File: config.mk
export PLATFORM = sky130hd
export DESIGN_NAME = bitfield_pack_unpack_engine
export DESIGN_NICKNAME = d
export VERILOG_FILES = /design/src/rtl/bpue_pkg.sv /design/src/rtl/bpue_ram.sv /design/src/rtl/bitfield_pack_unpack_engine.sv
export SDC_FILE = /design/constraint.sdc
export NUM_CORES = 2
export LEC_CHECK = 0
export CORE_MARGIN = 2
export CORE_UTILIZATION = 40
export DETAILED_ROUTE_END_ITERATION = 10
export DONT_BUFFER_PORTS = 1
export GPL_TIMING_DRIVEN = 1
export PLACE_DENSITY = 0.52
export SYNTH_ARGS = -nofsm -noshare
export SYNTH_HDL_FRONTEND = slang
export SYNTH_SLANG_ARGS = --single-unit
File: constraint.sdc
create_clock -name aclk -period 29.3 [get_ports aclk]
set_input_delay 2.93 -clock aclk [delete_from_list [all_inputs] [get_ports aclk]]
set_output_delay 2.93 -clock aclk [all_outputs]
set_load 0.005 [all_outputs]
File: src/rtl/bpue_pkg.sv
`timescale 1ns / 1ps
// ---------------------------------------------------------------------------
// bpue_pkg: shared types and constants for the bit-field pack/unpack engine
// Request and status codes, the sequencer states, store geometry and the
// bit-order and mask helper functions.
// ---------------------------------------------------------------------------
package bpue_pkg;

    // store geometry
    localparam int BUF_BYTES = 256;
    localparam int ADDR_W    = $clog2(BUF_BYTES);
    localparam int LEN_W     = ADDR_W + 1;
    localparam int BUF_BITS  = BUF_BYTES * 8;

    // field geometry
    localparam int POS_W     = 11;
    localparam int WIDTH_W   = 7;
    localparam int VALUE_W   = 64;
    localparam int END_W     = 12;
    localparam int WIN_W     = VALUE_W + 8;
    localparam int NB_W      = 4;
    localparam int NB_MAX    = (VALUE_W / 8) + 1;

    // request codes
    typedef enum logic [1:0] {
        REQ_CLEAR  = 2'd0,
        REQ_PACK   = 2'd1,
        REQ_UNPACK = 2'd2
    } req_t;

    // status codes
    typedef enum logic [1:0] {
        STATUS_OK        = 2'd0,
        STATUS_BAD_WIDTH = 2'd1,
        STATUS_NO_ROOM   = 2'd2
    } status_t;

    // sequencer states
    typedef enum logic [3:0] {
        ST_IDLE,
        ST_DECODE,
        ST_PREP,
        ST_ZERO,
        ST_ALIGN,
        ST_RUN,
        ST_POST_ALIGN,
        ST_POST_ORDER,
        ST_POST_SIGN,
        ST_DONE
    } state_t;

    // reverse the bits of a byte
    function automatic logic [7:0] rev8(input logic [7:0] d);
        logic [7:0] r;
        for (int i = 0; i < 8; i++) begin
            r[i] = d[7 - i];
        end
        return r;
    endfunction

    // reverse the bits of a value word
    function automatic logic [VALUE_W-1:0] rev64(input logic [VALUE_W-1:0] d);
        logic [VALUE_W-1:0] r;
        for (int i = 0; i < VALUE_W; i++) begin
            r[i] = d[VALUE_W - 1 - i];
        end
        return r;
    endfunction

    // w low ones
    function automatic logic [VALUE_W-1:0] ones64(input logic [WIDTH_W-1:0] w);
        logic [VALUE_W:0] t;
        t = ({{VALUE_W{1'b0}}, 1'b1} << w) - {{VALUE_W{1'b0}}, 1'b1};
        return t[VALUE_W-1:0];
    endfunction

endpackage

File: src/rtl/bpue_ram.sv
`timescale 1ns / 1ps
// ---------------------------------------------------------------------------
// bpue_ram: generic simple dual-port RAM
// One write port and one read port, read data registered.
// ---------------------------------------------------------------------------
module bpue_ram #(
    parameter int DATA_W = 8,
    parameter int DEPTH  = 256
) (
    input  logic                     aclk,
    input  logic                     wr_en,
    input  logic [$clog2(DEPTH)-1:0] wr_addr,
    input  logic [DATA_W-1:0]        wr_data,
    input  logic [$clog2(DEPTH)-1:0] rd_addr,
    output logic [DATA_W-1:0]        rd_data
);

    logic [DATA_W-1:0] mem [DEPTH];
    logic [DATA_W-1:0] rd_data_reg;

    // write port and registered read port
    always_ff @(posedge aclk) begin
        if (wr_en) begin
            mem[wr_addr] <= wr_data;
        end
        rd_data_reg <= mem[rd_addr];
    end

    assign rd_data = rd_data_reg;

endmodule

File: src/rtl/bitfield_pack_unpack_engine.sv
`timescale 1ns / 1ps
// ---------------------------------------------------------------------------
// bitfield_pack_unpack_engine: bit-field insert/extract over a byte store
// Clear, pack and unpack requests against a 256-byte store with a length.
// ---------------------------------------------------------------------------
// Usage:
//   Requests enter on the s_ channel (valid/ready), one result per request
//   leaves on the m_ channel (valid/ready). A transfer happens when valid and
//   ready are both high at a rising edge of aclk.
//   The engine works on one request at a time. The field moves through a
//   72-bit window register one byte per cycle, against a store RAM with a
//   registered read port:
//     clear, rejected, past-end : decode, then straight to the output
//     unpack                    : nine byte reads, then alignment, bit order and sign
//     pack                      : one read-modify-write per byte the
//                                 field spans (1 to 9), after zero bytes
//                                 are appended when the field starts
//                                 past the current end of the buffer
//                                 (up to 255 zero bytes)
//   s_ready rises again once the result sits in the output register, so the
//   next request is taken while the result waits. If the receiver stalls,
//   the engine holds its following result until the output register frees.
//   aresetn (synchronous, active low) empties the buffer and drops any
//   pending result; store contents are not cleared.
// ---------------------------------------------------------------------------
module bitfield_pack_unpack_engine (
    input  logic               aclk,
    input  logic               aresetn,
    // request channel
    input  logic               s_valid,
    output logic               s_ready,
    input  logic [1:0]         s_req_type,
    input  logic               s_big_endian,
    input  logic               s_signed_mode,
    input  logic [10:0]        s_bit_pos,
    input  logic [6:0]         s_field_width,
    input  logic [63:0]        s_field_value,
    // result channel
    output logic               m_valid,
    input  logic               m_ready,
    output logic signed [63:0] m_read_value,
    output logic [11:0]        m_end_position,
    output logic [8:0]         m_byte_count,
    output logic [1:0]         m_status
);

    localparam int AW  = bpue_pkg::ADDR_W;
    localparam int LW  = bpue_pkg::LEN_W;
    localparam int PW  = bpue_pkg::POS_W;
    localparam int WW  = bpue_pkg::WIDTH_W;
    localparam int VW  = bpue_pkg::VALUE_W;
    localparam int EW  = bpue_pkg::END_W;
    localparam int XW  = bpue_pkg::WIN_W;
    localparam int NW  = bpue_pkg::NB_W;

    bpue_pkg::state_t state_reg, state_next;

    // request registers
    logic [1:0]    req_reg, req_next;
    logic          be_reg, be_next;
    logic          sgn_reg, sgn_next;
    logic [PW-1:0] pos_reg, pos_next;
    logic [WW-1:0] w_reg, w_next;
    logic [VW-1:0] val_reg, val_next;

    // work registers
    logic [XW-1:0] win_reg, win_next;
    logic [XW-1:0] mask_reg, mask_next;
    logic [WW-1:0] weff_reg, weff_next;
    logic [LW-1:0] len_reg, len_next;
    logic [LW-1:0] need_reg, need_next;
    logic [AW-1:0] first_reg, first_next;
    logic [NW-1:0] nb_reg, nb_next;
    logic [AW-1:0] rd_addr_reg, rd_addr_next;
    logic [NW-1:0] rd_cnt_reg, rd_cnt_next;
    logic          pend_reg, pend_next;
    logic [AW-1:0] pend_addr_reg, pend_addr_next;
    logic [LW-1:0] fill_reg, fill_next;
    logic [EW-1:0] endp_reg, endp_next;
    logic [1:0]    status_reg, status_next;
    logic          rv_live_reg, rv_live_next;

    // output registers
    logic          m_valid_reg, m_valid_next;
    logic [VW-1:0] m_read_value_reg, m_read_value_next;
    logic [EW-1:0] m_end_position_reg, m_end_position_next;
    logic [LW-1:0] m_byte_count_reg, m_byte_count_next;
    logic [1:0]    m_status_reg, m_status_next;

    // ram port signals
    logic          ram_wr_en;
    logic [AW-1:0] ram_wr_addr;
    logic [7:0]    ram_wr_data;
    logic [7:0]    ram_rd_data;

    // decode arithmetic
    logic [EW-1:0] end_bits;
    logic [EW-1:0] end_m1;
    logic [EW-1:0] need_sum;
    logic [EW-1:0] lim_bits;
    logic [EW-1:0] rem_bits;
    logic          pack_bad;
    logic          pack_over;
    logic          unpack_bad;
    logic          unpack_past;
    logic [WW-1:0] weff_calc;
    logic [AW-1:0] last_byte;

    // byte merge
    logic [7:0]    old_byte;
    logic [7:0]    s_old;
    logic [7:0]    s_new;
    logic [7:0]    merged_byte;
    logic [7:0]    s_rd_byte;
    logic          run_done;
    logic          fill_done;
    logic [5:0]    sign_idx;

    bpue_ram #(
        .DATA_W (8),
        .DEPTH  (bpue_pkg::BUF_BYTES)
    ) u_store (
        .aclk    (aclk),
        .wr_en   (ram_wr_en),
        .wr_addr (ram_wr_addr),
        .wr_data (ram_wr_data),
        .rd_addr (rd_addr_reg),
        .rd_data (ram_rd_data)
    );

    // request geometry
    always_comb begin
        end_bits    = EW'(pos_reg) + EW'(w_reg);
        end_m1      = end_bits - EW'(1);
        need_sum    = end_bits + EW'(7);
        last_byte   = end_m1[AW+2:3];
        lim_bits    = {len_reg, 3'b000};
        rem_bits    = lim_bits - EW'(pos_reg);
        pack_bad    = (w_reg == '0) || (w_reg > WW'(VW));
        pack_over   = end_bits > EW'(bpue_pkg::BUF_BITS);
        unpack_bad  = w_reg > WW'(VW);
        unpack_past = EW'(pos_reg) >= lim_bits;
        weff_calc   = (EW'(w_reg) > rem_bits) ? rem_bits[WW-1:0] : w_reg;
    end

    // byte merge in stream bit order
    always_comb begin
        old_byte    = (LW'(pend_addr_reg) >= len_reg) ? 8'h00 : ram_rd_data;
        s_old       = be_reg ? bpue_pkg::rev8(old_byte) : old_byte;
        s_new       = (s_old & ~mask_reg[7:0]) | (win_reg[7:0] & mask_reg[7:0]);
        merged_byte = be_reg ? bpue_pkg::rev8(s_new) : s_new;
        s_rd_byte   = be_reg ? bpue_pkg::rev8(ram_rd_data) : ram_rd_data;
        run_done    = (rd_cnt_reg == nb_reg) && !pend_reg;
        fill_done   = fill_reg == LW'(first_reg);
        sign_idx    = 6'(weff_reg - WW'(1));
    end

    // next state
    always_comb begin
        state_next = state_reg;
        unique case (state_reg)
            bpue_pkg::ST_IDLE: begin
                if (s_valid) begin
                    state_next = bpue_pkg::ST_DECODE;
                end
            end
            bpue_pkg::ST_DECODE: begin
                case (req_reg)
                    bpue_pkg::REQ_PACK: begin
                        state_next = (pack_bad || pack_over) ? bpue_pkg::ST_DONE
                                                             : bpue_pkg::ST_PREP;
                    end
                    bpue_pkg::REQ_UNPACK: begin
                        state_next = (unpack_bad || unpack_past) ? bpue_pkg::ST_DONE
                                                                 : bpue_pkg::ST_RUN;
                    end
                    default: begin
                        state_next = bpue_pkg::ST_DONE;
                    end
                endcase
            end
            bpue_pkg::ST_PREP: begin
                state_next = (LW'(first_reg) > len_reg) ? bpue_pkg::ST_ZERO
                                                        : bpue_pkg::ST_ALIGN;
            end
            bpue_pkg::ST_ZERO: begin
                if (fill_done) begin
                    state_next = bpue_pkg::ST_ALIGN;
                end
            end
            bpue_pkg::ST_ALIGN: begin
                state_next = bpue_pkg::ST_RUN;
            end
            bpue_pkg::ST_RUN: begin
                if (run_done) begin
                    state_next = (req_reg == bpue_pkg::REQ_PACK) ? bpue_pkg::ST_DONE
                                                                 : bpue_pkg::ST_POST_ALIGN;
                end
            end
            bpue_pkg::ST_POST_ALIGN: begin
                state_next = bpue_pkg::ST_POST_ORDER;
            end
            bpue_pkg::ST_POST_ORDER: begin
                state_next = bpue_pkg::ST_POST_SIGN;
            end
            bpue_pkg::ST_POST_SIGN: begin
                state_next = bpue_pkg::ST_DONE;
            end
            bpue_pkg::ST_DONE: begin
                if (!m_valid_reg || m_ready) begin
                    state_next = bpue_pkg::ST_IDLE;
                end
            end
            default: begin
                state_next = bpue_pkg::ST_IDLE;
            end
        endcase
    end

    // handshake and ram control
    always_comb begin
        s_ready     = 1'b0;
        ram_wr_en   = 1'b0;
        ram_wr_addr = pend_addr_reg;
        ram_wr_data = merged_byte;
        unique case (state_reg)
            bpue_pkg::ST_IDLE: begin
                s_ready = 1'b1;
            end
            bpue_pkg::ST_ZERO: begin
                ram_wr_en   = !fill_done;
                ram_wr_addr = fill_reg[AW-1:0];
                ram_wr_data = 8'h00;
            end
            bpue_pkg::ST_RUN: begin
                ram_wr_en = pend_reg && (req_reg == bpue_pkg::REQ_PACK);
            end
            default: begin
                s_ready = 1'b0;
            end
        endcase
    end

    // datapath
    always_comb begin
        req_next            = req_reg;
        be_next             = be_reg;
        sgn_next            = sgn_reg;
        pos_next            = pos_reg;
        w_next              = w_reg;
        val_next            = val_reg;
        win_next            = win_reg;
        mask_next           = mask_reg;
        weff_next           = weff_reg;
        len_next            = len_reg;
        need_next           = need_reg;
        first_next          = first_reg;
        nb_next             = nb_reg;
        rd_addr_next        = rd_addr_reg;
        rd_cnt_next         = rd_cnt_reg;
        pend_next           = pend_reg;
        pend_addr_next      = pend_addr_reg;
        fill_next           = fill_reg;
        endp_next           = endp_reg;
        status_next         = status_reg;
        rv_live_next        = rv_live_reg;
        m_valid_next        = m_valid_reg;
        m_read_value_next   = m_read_value_reg;
        m_end_position_next = m_end_position_reg;
        m_byte_count_next   = m_byte_count_reg;
        m_status_next       = m_status_reg;

        // result leaves on output transfer
        if (m_valid_reg && m_ready) begin
            m_valid_next = 1'b0;
        end

        unique case (state_reg)
            bpue_pkg::ST_IDLE: begin
                if (s_valid) begin
                    req_next = s_req_type;
                    be_next  = s_big_endian;
                    sgn_next = s_signed_mode;
                    pos_next = s_bit_pos;
                    w_next   = s_field_width;
                    val_next = s_field_value;
                end
            end
            bpue_pkg::ST_DECODE: begin
                status_next  = bpue_pkg::STATUS_OK;
                endp_next    = '0;
                rv_live_next = 1'b0;
                first_next   = pos_reg[AW+2:3];
                need_next    = need_sum[LW+2:3];
                pend_next    = 1'b0;
                rd_cnt_next  = '0;
                rd_addr_next = pos_reg[AW+2:3];
                case (req_reg)
                    bpue_pkg::REQ_CLEAR: begin
                        len_next = '0;
                    end
                    bpue_pkg::REQ_PACK: begin
                        if (pack_bad) begin
                            status_next = bpue_pkg::STATUS_BAD_WIDTH;
                        end else if (pack_over) begin
                            status_next = bpue_pkg::STATUS_NO_ROOM;
                        end else begin
                            endp_next = end_bits;
                            nb_next   = NW'(last_byte - pos_reg[AW+2:3]) + NW'(1);
                        end
                    end
                    bpue_pkg::REQ_UNPACK: begin
                        if (unpack_bad) begin
                            status_next = bpue_pkg::STATUS_BAD_WIDTH;
                        end else if (!unpack_past) begin
                            rv_live_next = 1'b1;
                            weff_next    = weff_calc;
                            nb_next      = NW'(bpue_pkg::NB_MAX);
                            win_next     = '0;
                        end
                    end
                    default: begin
                        status_next = bpue_pkg::STATUS_OK;
                    end
                endcase
            end
            bpue_pkg::ST_PREP: begin
                // field bits in stream order, first stream bit at bit 0
                if (be_reg) begin
                    win_next = {8'h00, bpue_pkg::rev64(val_reg) >> (WW'(VW) - w_reg)};
                end else begin
                    win_next = {8'h00, val_reg & bpue_pkg::ones64(w_reg)};
                end
                mask_next = {8'h00, bpue_pkg::ones64(w_reg)};
                fill_next = len_reg;
            end
            bpue_pkg::ST_ZERO: begin
                // append zero bytes up to the field's first byte
                if (!fill_done) begin
                    fill_next = fill_reg + LW'(1);
                end
            end
            bpue_pkg::ST_ALIGN: begin
                win_next  = win_reg << pos_reg[2:0];
                mask_next = mask_reg << pos_reg[2:0];
            end
            bpue_pkg::ST_RUN: begin
                // issue one byte read per cycle
                if (rd_cnt_reg != nb_reg) begin
                    rd_addr_next   = rd_addr_reg + AW'(1);
                    rd_cnt_next    = rd_cnt_reg + NW'(1);
                    pend_next      = 1'b1;
                    pend_addr_next = rd_addr_reg;
                end else begin
                    pend_next = 1'b0;
                end
                // consume the byte read last cycle
                if (pend_reg) begin
                    if (req_reg == bpue_pkg::REQ_PACK) begin
                        win_next  = win_reg >> 8;
                        mask_next = mask_reg >> 8;
                    end else begin
                        win_next = {s_rd_byte, win_reg[XW-1:8]};
                    end
                end
                if (run_done && (req_reg == bpue_pkg::REQ_PACK)) begin
                    len_next = (need_reg > len_reg) ? need_reg : len_reg;
                end
            end
            bpue_pkg::ST_POST_ALIGN: begin
                // drop the bits ahead of the field and keep its width
                win_next = {8'h00, VW'(win_reg >> pos_reg[2:0]) & bpue_pkg::ones64(weff_reg)};
            end
            bpue_pkg::ST_POST_ORDER: begin
                if (be_reg) begin
                    win_next = {8'h00,
                                bpue_pkg::rev64(win_reg[VW-1:0] << (WW'(VW) - weff_reg))};
                end
            end
            bpue_pkg::ST_POST_SIGN: begin
                if (sgn_reg && (weff_reg != '0) && win_reg[sign_idx]) begin
                    win_next = {8'h00, win_reg[VW-1:0] | ~bpue_pkg::ones64(weff_reg)};
                end
            end
            bpue_pkg::ST_DONE: begin
                if (!m_valid_reg || m_ready) begin
                    m_valid_next        = 1'b1;
                    m_read_value_next   = rv_live_reg ? win_reg[VW-1:0] : '0;
                    m_end_position_next = endp_reg;
                    m_byte_count_next   = len_reg;
                    m_status_next       = status_reg;
                end
            end
            default: begin
                pend_next = 1'b0;
            end
        endcase
    end

    // registers
    always_ff @(posedge aclk) begin
        if (!aresetn) begin
            state_reg   <= bpue_pkg::ST_IDLE;
            len_reg     <= '0;
            m_valid_reg <= 1'b0;
            pend_reg    <= 1'b0;
        end else begin
            state_reg   <= state_next;
            len_reg     <= len_next;
            m_valid_reg <= m_valid_next;
            pend_reg    <= pend_next;
        end
        req_reg            <= req_next;
        be_reg             <= be_next;
        sgn_reg            <= sgn_next;
        pos_reg            <= pos_next;
        w_reg              <= w_next;
        val_reg            <= val_next;
        win_reg            <= win_next;
        mask_reg           <= mask_next;
        weff_reg           <= weff_next;
        need_reg           <= need_next;
        first_reg          <= first_next;
        nb_reg             <= nb_next;
        rd_addr_reg        <= rd_addr_next;
        rd_cnt_reg         <= rd_cnt_next;
        pend_addr_reg      <= pend_addr_next;
        fill_reg           <= fill_next;
        endp_reg           <= endp_next;
        status_reg         <= status_next;
        rv_live_reg        <= rv_live_next;
        m_read_value_reg   <= m_read_value_next;
        m_end_position_reg <= m_end_position_next;
        m_byte_count_reg   <= m_byte_count_next;
        m_status_reg       <= m_status_next;
    end

    assign m_valid        = m_valid_reg;
    assign m_read_value   = $signed(m_read_value_reg);
    assign m_end_position = m_end_position_reg;
    assign m_byte_count   = m_byte_count_reg;
    assign m_status       = m_status_reg;

endmodule
# Yosys cells after proc, flatten, opt, wreduce, memory -nomap -nowiden
# Memory sizes are Yosys's and may differ from the RTL's. A register that Yosys moved wholly into a read port is not among the register bits.
# Cells that the tools add are included.
[totals]
ff_bits = 404
latchBits = 0
mem_bits_rw = 2048
mem_bits_ro = 0
in_bits = 90
out_inout_bits = 89
elab_cells = 199
memories = 1
[op_classes]
add_sub_neg = 14
mul = 0
n_div = 0
n_lt_le_gt_ge = 8
n_eq_ne = 34
shifts = 7
mux = 60
bitwise_logic = 12
reduce_logical = 36
[memory_table]
columns = ["memory", "depth", "word_bits", "rd", "rd_ports_with_merged_regs", "write_ports", "line", "source"]
rows = [
  ["u_store.mem", 256, 8, 1, 1, 1, "bpue_ram.sv:18", "logic [DATA_W-1:0] mem [DEPTH];"],
]
[op_table]
columns = ["op", "count"]
rows = [
  ["$mux W72", 9],
  ["$pmux W72 S7", 1],
  ["$pmux W72 S3", 1],
  ["$shl A72 B3 Y72", 2],
  ["$and A64 B64 Y64", 2],
  ["$shl A1 B7 Y64 const A", 2],
  ["$sub A64 B1 Y64 const B", 2],
  ["$shr A72 B3 Y64", 1],
  ["$mux W64", 1],
  ["$not A64 Y64", 1],
  ["$or A64 B64 Y64", 1],
  ["$shl A64 B7 Y64", 1],
  ["$shr A64 B7 Y64", 1],
  ["$mux W8", 7],
  ["$mux W4", 12],
  ["$pmux W4 S10", 1],
  ["$ne A2 B2 Y1 const B", 19],
  ["$mux W9", 4],
  ["$pmux W9 S2", 2],
  ["$pmux W4 S2", 3],
  ["$and A8 B8 Y8", 2],
  ["$eq A4 B3 Y1 const B", 4],
  ["$pmux W8 S2", 1],
  ["$reduce_bool A7 Y1", 2],
  ["other kinds (53)", 89],
]

# Depth between registers and ports, before layout
[depth]
word_depth = 7
depth_mapped = 19
depth_no_buf = 16

# Modules after synthesis
# From an unflattened synthesis, not the netlist that was laid out.
[hier_totals]
cells_unflattened = 8027
area_unflattened_um2 = 118389.8
[by_module_without_submodules]
columns = ["mod", "n_inst", "cells_each", "area_each_um2"]
rows = [
  ["bpue_ram", 1, 3733, 79556.3],
  ["bitfield_pack_unpack_engine", 1, 4294, 38833.5],
]

# Worst setup path before layout
# OpenSTA, ideal clock, no wires.
[synth_timing]
path_type = "reg-to-reg"
from = "register pend_addr_reg[0]"
to = "memory u_store.mem[0][5], data pin"
setup_time_ps = 2310
t_arrival_ps = 12428
t_required_ps = 26990
slack_ps = 14562
path_stages_with_launch = 12
n_path_buf = 1
period_less_slack_ps = 14738
path_cell_list = "edfxtp_1 > inv_1 > ha_1 > nand2b_1 > a21o_1 > a21o_1 > a211oi_1 > o21ai_0 > a21oi_1 > clkbuf_1 > o21ai_0 > a221oi_1"
[synth_via]
elab_chain_len = 7
[synth_lines]
columns = ["element", "line", "source"]
rows = [
  ["start, declared", "bitfield_pack_unpack_engine.sv:77", "logic [AW-1:0] pend_addr_reg, pend_addr_next;"],
  ["start signal, assigned", "bitfield_pack_unpack_engine.sv:427", "pend_addr_reg <= pend_addr_next;"],
  ["$ge A8 B9 Y1", "bitfield_pack_unpack_engine.sv:148", "old_byte = (LW'(pend_addr_reg) >= len_reg) ? 8'h00 : ram_rd_data;"],
  ["$mux W8", "bitfield_pack_unpack_engine.sv:148", ""],
  ["$mux W8", "bitfield_pack_unpack_engine.sv:149", "s_old = be_reg ? bpue_pkg::rev8(old_byte) : old_byte;"],
  ["$and A8 B8 Y8", "bitfield_pack_unpack_engine.sv:150", "s_new = (s_old & ~mask_reg[7:0]) | (win_reg[7:0] & mask_reg[7:0]);"],
  ["$or A8 B8 Y8", "bitfield_pack_unpack_engine.sv:150", ""],
  ["$mux W8", "bitfield_pack_unpack_engine.sv:151", "merged_byte = be_reg ? bpue_pkg::rev8(s_new) : s_new;"],
  ["$mux W8", "bitfield_pack_unpack_engine.sv:226", "unique case (state_reg)"],
  ["named net ram_wr_data[5]", "bitfield_pack_unpack_engine.sv:93", "logic [7:0] ram_wr_data;"],
  ["end, declared", "bpue_ram.sv:18", ""],
]
# The timed path passes the listed nets, and every way through them passes these cells.

# Worst setup path after layout
[layout_timing]
from = "register len_reg[0]"
to = "memory u_store.mem[29][5], data pin"
[layout_via]
elab_chain_len = 7
[layout_lines]
columns = ["element", "line", "source"]
rows = [
  ["start, declared", "bitfield_pack_unpack_engine.sv:70", "logic [LW-1:0] len_reg, len_next;"],
  ["start signal, assigned", "bitfield_pack_unpack_engine.sv:409", "len_reg <= len_next;"],
  ["$ge A8 B9 Y1", "bitfield_pack_unpack_engine.sv:148", ""],
  ["$mux W8", "bitfield_pack_unpack_engine.sv:148", ""],
  ["$mux W8", "bitfield_pack_unpack_engine.sv:149", ""],
  ["$and A8 B8 Y8", "bitfield_pack_unpack_engine.sv:150", ""],
  ["$or A8 B8 Y8", "bitfield_pack_unpack_engine.sv:150", ""],
  ["$mux W8", "bitfield_pack_unpack_engine.sv:151", ""],
  ["$mux W8", "bitfield_pack_unpack_engine.sv:226", ""],
  ["named net ram_wr_data[5]", "bitfield_pack_unpack_engine.sv:93", ""],
]
# The timed path passes the listed nets, and every way through them passes these cells.

==> results.txt <==
The net switching power figure is 3210 uW. The measured slew at the worst slew-check pin came out at 1.45 ns. The root buffer cell chosen for the clock tree is clkbuf_16. The most used flip-flop cell after synthesis is edfxtp_1.

The highest ir drop seen on vdd is 0.0741 mV. The count of input and output buffers is 0. In this run, the number of DRC markers left after iteration 0 of detailed routing was 11,432. The aggregate negative setup slack came out at 0 ns. The critical path in this run is classified as reg2reg. Setup repair after global routing left no endpoint under its margin. The average cell area after synthesis came out at 15.4 um2. In the layout the commonest cells are edfxtp_1, mux4_2, nor2_1, nand2_1, o21ai_0. The ratio of cells with drive above 1 in the final layout came out at 0.212.

The final layout net count is 7,769. The total cell area at the placement stage is 123,000 um2. The number of instances in the synthesized netlist came out at 7,723. The number of filler cells placed in the layout came out at 25,707. The signal on the critical path passes through ha_1, nand2b_1, a21o_1, a21o_1, a211oi_1, o21ai_0, a21oi_1, buf_4, o21ai_0, a221oi_4, buf_8, buf_4, buf_4, buf_4. The post-CTS resize count is 0. CTS built an H-tree with a depth of 5. The max-slew violation count is 0. Of all nets on the critical path, the largest fanout is 81.

Relative to the synthesized area, the layout overhead comes to 11.5%. TritonCTS built the clock tree. Power spread over the standard cell area amounts to 77.5 nW/um2.

The sequential power share came out at 0.420. The tree built by TritonCTS fans out to 2,460 sinks. The clock period minus worst slack came out at 5.81 ns. The required time of the critical path is 29.87 ns. The total global-route track usage came out at 0.273. The die footprint came out at 301,000 um2.

The number of top-level pins came out at 179. The first-pass GRT wire length came out at 586,000 um. The maximum buffer depth of the clock tree came out at 4.

The HPWL after detailed placement came out at 277,000 um. The tightest min-delay check is of the reg2reg type. The leading cell type in the layout, fill and taps excluded is edfxtp_1.

The clock arrives with 0.0516 ns of skew. The initial antenna violation count is 47. After global routing the overflow that remains totals 0. The leakage dissipation came out at 0.0422 uW.

Detailed routing inserted a total of 76,106 vias. The effective utilization at floorplan is 0.403. The most numerous cell type found on the critical path is buf_4. The count of buffers added by post-CTS timing repair for setup is 0. The flop and latch count out of synthesis came out at 2,460. The buffering stage count on the worst path with inverters included is 5. The TritonCTS buffer count came out at 279. The final layout contains routed wiring with a total length of 420,000 um.

The net count of the mapped netlist came out at 7,888. The pin count of the biggest net entering global routing came out at 257. The count of antenna-violating nets left after detailed routing came out at 0. In the routed layout, each cell is associated on average with a via count of 6.48. The design draws 10,200 uW. The share of the yosys chip area belonging to registers came out at 0.621. The clock slew at the register clock pins of the worst setup and hold paths is 0.06 ns.

The final weighted congestion in routability-driven placement is 1.04. Setup violations remaining at the end of the flow were counted as 0. For this run, the detailed router's first-pass iteration total came to 6. The region available for standard cell placement spans 295,000 um2. The share of the clock period used by the worst path after layout is 0.198. The critical path arrival came out at 6.38 ns.

Derived from the worst setup path, the maximum achievable clock frequency is 172 MHz. The worst slew slack as a fraction of its limit came out at 0.0337. Among cell families on the critical path, the largest total delay comes from buffers and inverters. The worst setup path is captured at a register. The maximum single-stage delay on the critical path is 0.77 ns. The max-capacitance violation count is 0. The number of enable-type register cells in the synthesized netlist came out at 2,437.

The row count came out at 199. The detail-routed net length per standard cell is 35.7 um. The count of unique library cells instantiated by Yosys is 108.

For this run, design rule violations remaining after detail routing come to 0. The die is 549 um tall. The floorplan step set the die width to 549 um. The count of yosys warnings during synthesis came out at 0. The flip-flop count of the largest register after layout is 2,048. The area of the mapped netlist came out at 119,000 um2. The worst-skew pair later-pin latency is 0.89 ns. The flow ran to the end, and the final reports show no timing, DRC or antenna violations.

The hold violation count in the final report is 0. The number of buffers added to fix hold violations after cts came out at 0. The post-synthesis async set-or-reset flop share came out at 0. The fraction of power consumed by the clock network is 0.333. The slowest stage of the critical path belongs to the cell buf_4. The combinational group share of total power came out at 0.247. The post-layout instance area came out at 132,000 um2. The fraction of power spent switching nets came out at 0.313. The kind of launch point of the worst setup path is a register. The via count of the first global-routing pass came out at 73,385. The cell-internal power is 7040 uW.
-- synthesized netlist by cell type (15+ instances only) --
cell type,instances,area share
edfxtp_1,2437,0.62
mux4_2,846,0.16
nor2_1,700,0.022
nand2_1,483,0.015
clkbuf_1,404,0.013
o21ai_0,294,0.012
mux2i_1,281,0.024
a21oi_1,280,0.012
buf_1,133,0.0042
nand3_1,111,0.0047
a211oi_1,109,0.0069
and2_1,93,0.0049
nor3_1,89,0.0038
inv_1,87,0.0028
buf_2,79,0.0033
mux2_2,76,0.0072
ha_1,73,0.0077
o211ai_1,72,0.0046
xnor2_1,68,0.0050
a22oi_1,66,0.0042
nor2b_1,63,0.0033
nand2b_1,46,0.0024
o221ai_1,42,0.0031
nand4_1,41,0.0022
xor2_1,40,0.0030
a221o_1,38,0.0032
a31oi_1,36,0.0019
o21a_1,35,0.0022
nand3b_1,33,0.0021
a221oi_1,32,0.0024
o22ai_1,31,0.0016
and3_1,30,0.0016
or3_1,30,0.0016
a21o_1,29,0.0018
a22o_1,28,0.0021
a2111oi_0,27,0.0020
o2111ai_1,26,0.0019
dfxtp_1,23,0.0039
or2_2,21,0.0011
o31ai_1,18,0.0011
a21boi_0,15,0.00095
-- routing by layer --
metal  GRT usage  vias to the layer above  routed length (um)
met5           0                        -                 175
met4       0.121                       22               21300
met3      0.0605                      948               40800
met2       0.397                     4390              182000
met1       0.394                    39826              176000
li1            -                    30920                   -
-- cells by family (layout without fill, tap and decap cells) --
group                    Yosys count  after routing  synth area share
flip-flops                      2460           2460             0.621
multiplexers                    1203           1203             0.192
AO/OA/AOI/OAI                   1335           1335            0.0763
other                              0             15                 0
AND/OR/NAND/NOR                 1827           1827            0.0717
buffers and inverters            715            803            0.0237
adder cells (fa/ha/maj)           75             75           0.00804
XOR/XNOR                         108            108           0.00797
-- metrics by stage --
| stage | utilization | worst slack, ns | hold WS (ns) | std cells |
|---|---|---|---|---|
| floorplan | - | 14.56 | 0.400 | 7723 |
| global placement | 0.419 | 23.12 | 0.409 | 11240 |
| detailed placement | 0.419 | 22.96 | 0.407 | 11241 |
| CTS | 0.449 | 22.98 | 0.409 | 11729 |
| global route | 0.449 | 23.06 | 0.411 | 11735 |
| finish | 0.449 | 23.49 | 0.420 | 11745 |
-- path summary, 6_finish.rpt --
check | depth (start not counted) | endpoint | startpoint | slack [ns]
max | 14 | u_store.mem[29][5] | len_reg[0] | 23.49
min | 0 | m_end_position[7] | endp_reg[7] | 0.42
max reg2reg | 14 | u_store.mem[29][5] | len_reg[0] | 23.49
min reg2reg | 0 | m_end_position[7] | endp_reg[7] | 0.42
-- cell type report --
cell class                      count  area, um2  share of cell area
Sequential cell                  2460      73600               0.557
Multi-Input combinational cell   4548      42600               0.322
Clock buffer                      328       7290              0.0551
Tap cell                         3919       4900              0.0371
Timing Repair Buffer              224       1910              0.0145
Clock inverter                    160       1520              0.0115
Inverter                           91        347             0.00262
Antenna cell                       15       37.5            0.000284
-- power groups by stage --
stage | logic [uW] | registers [uW] | clock network (uW)
6_report | 2530 | 4300 | 3420
5_1_grt | 2650 | 4300 | 3610
4_1_cts | 2480 | 4300 | 3480
3_5_place_dp | 2470 | 4370 | 0
3_3_place_gp | 2460 | 4370 | 0
2_1_floorplan | 1560 | 4410 | 0
Note: power is estimated with default switching activity, not from simulation.
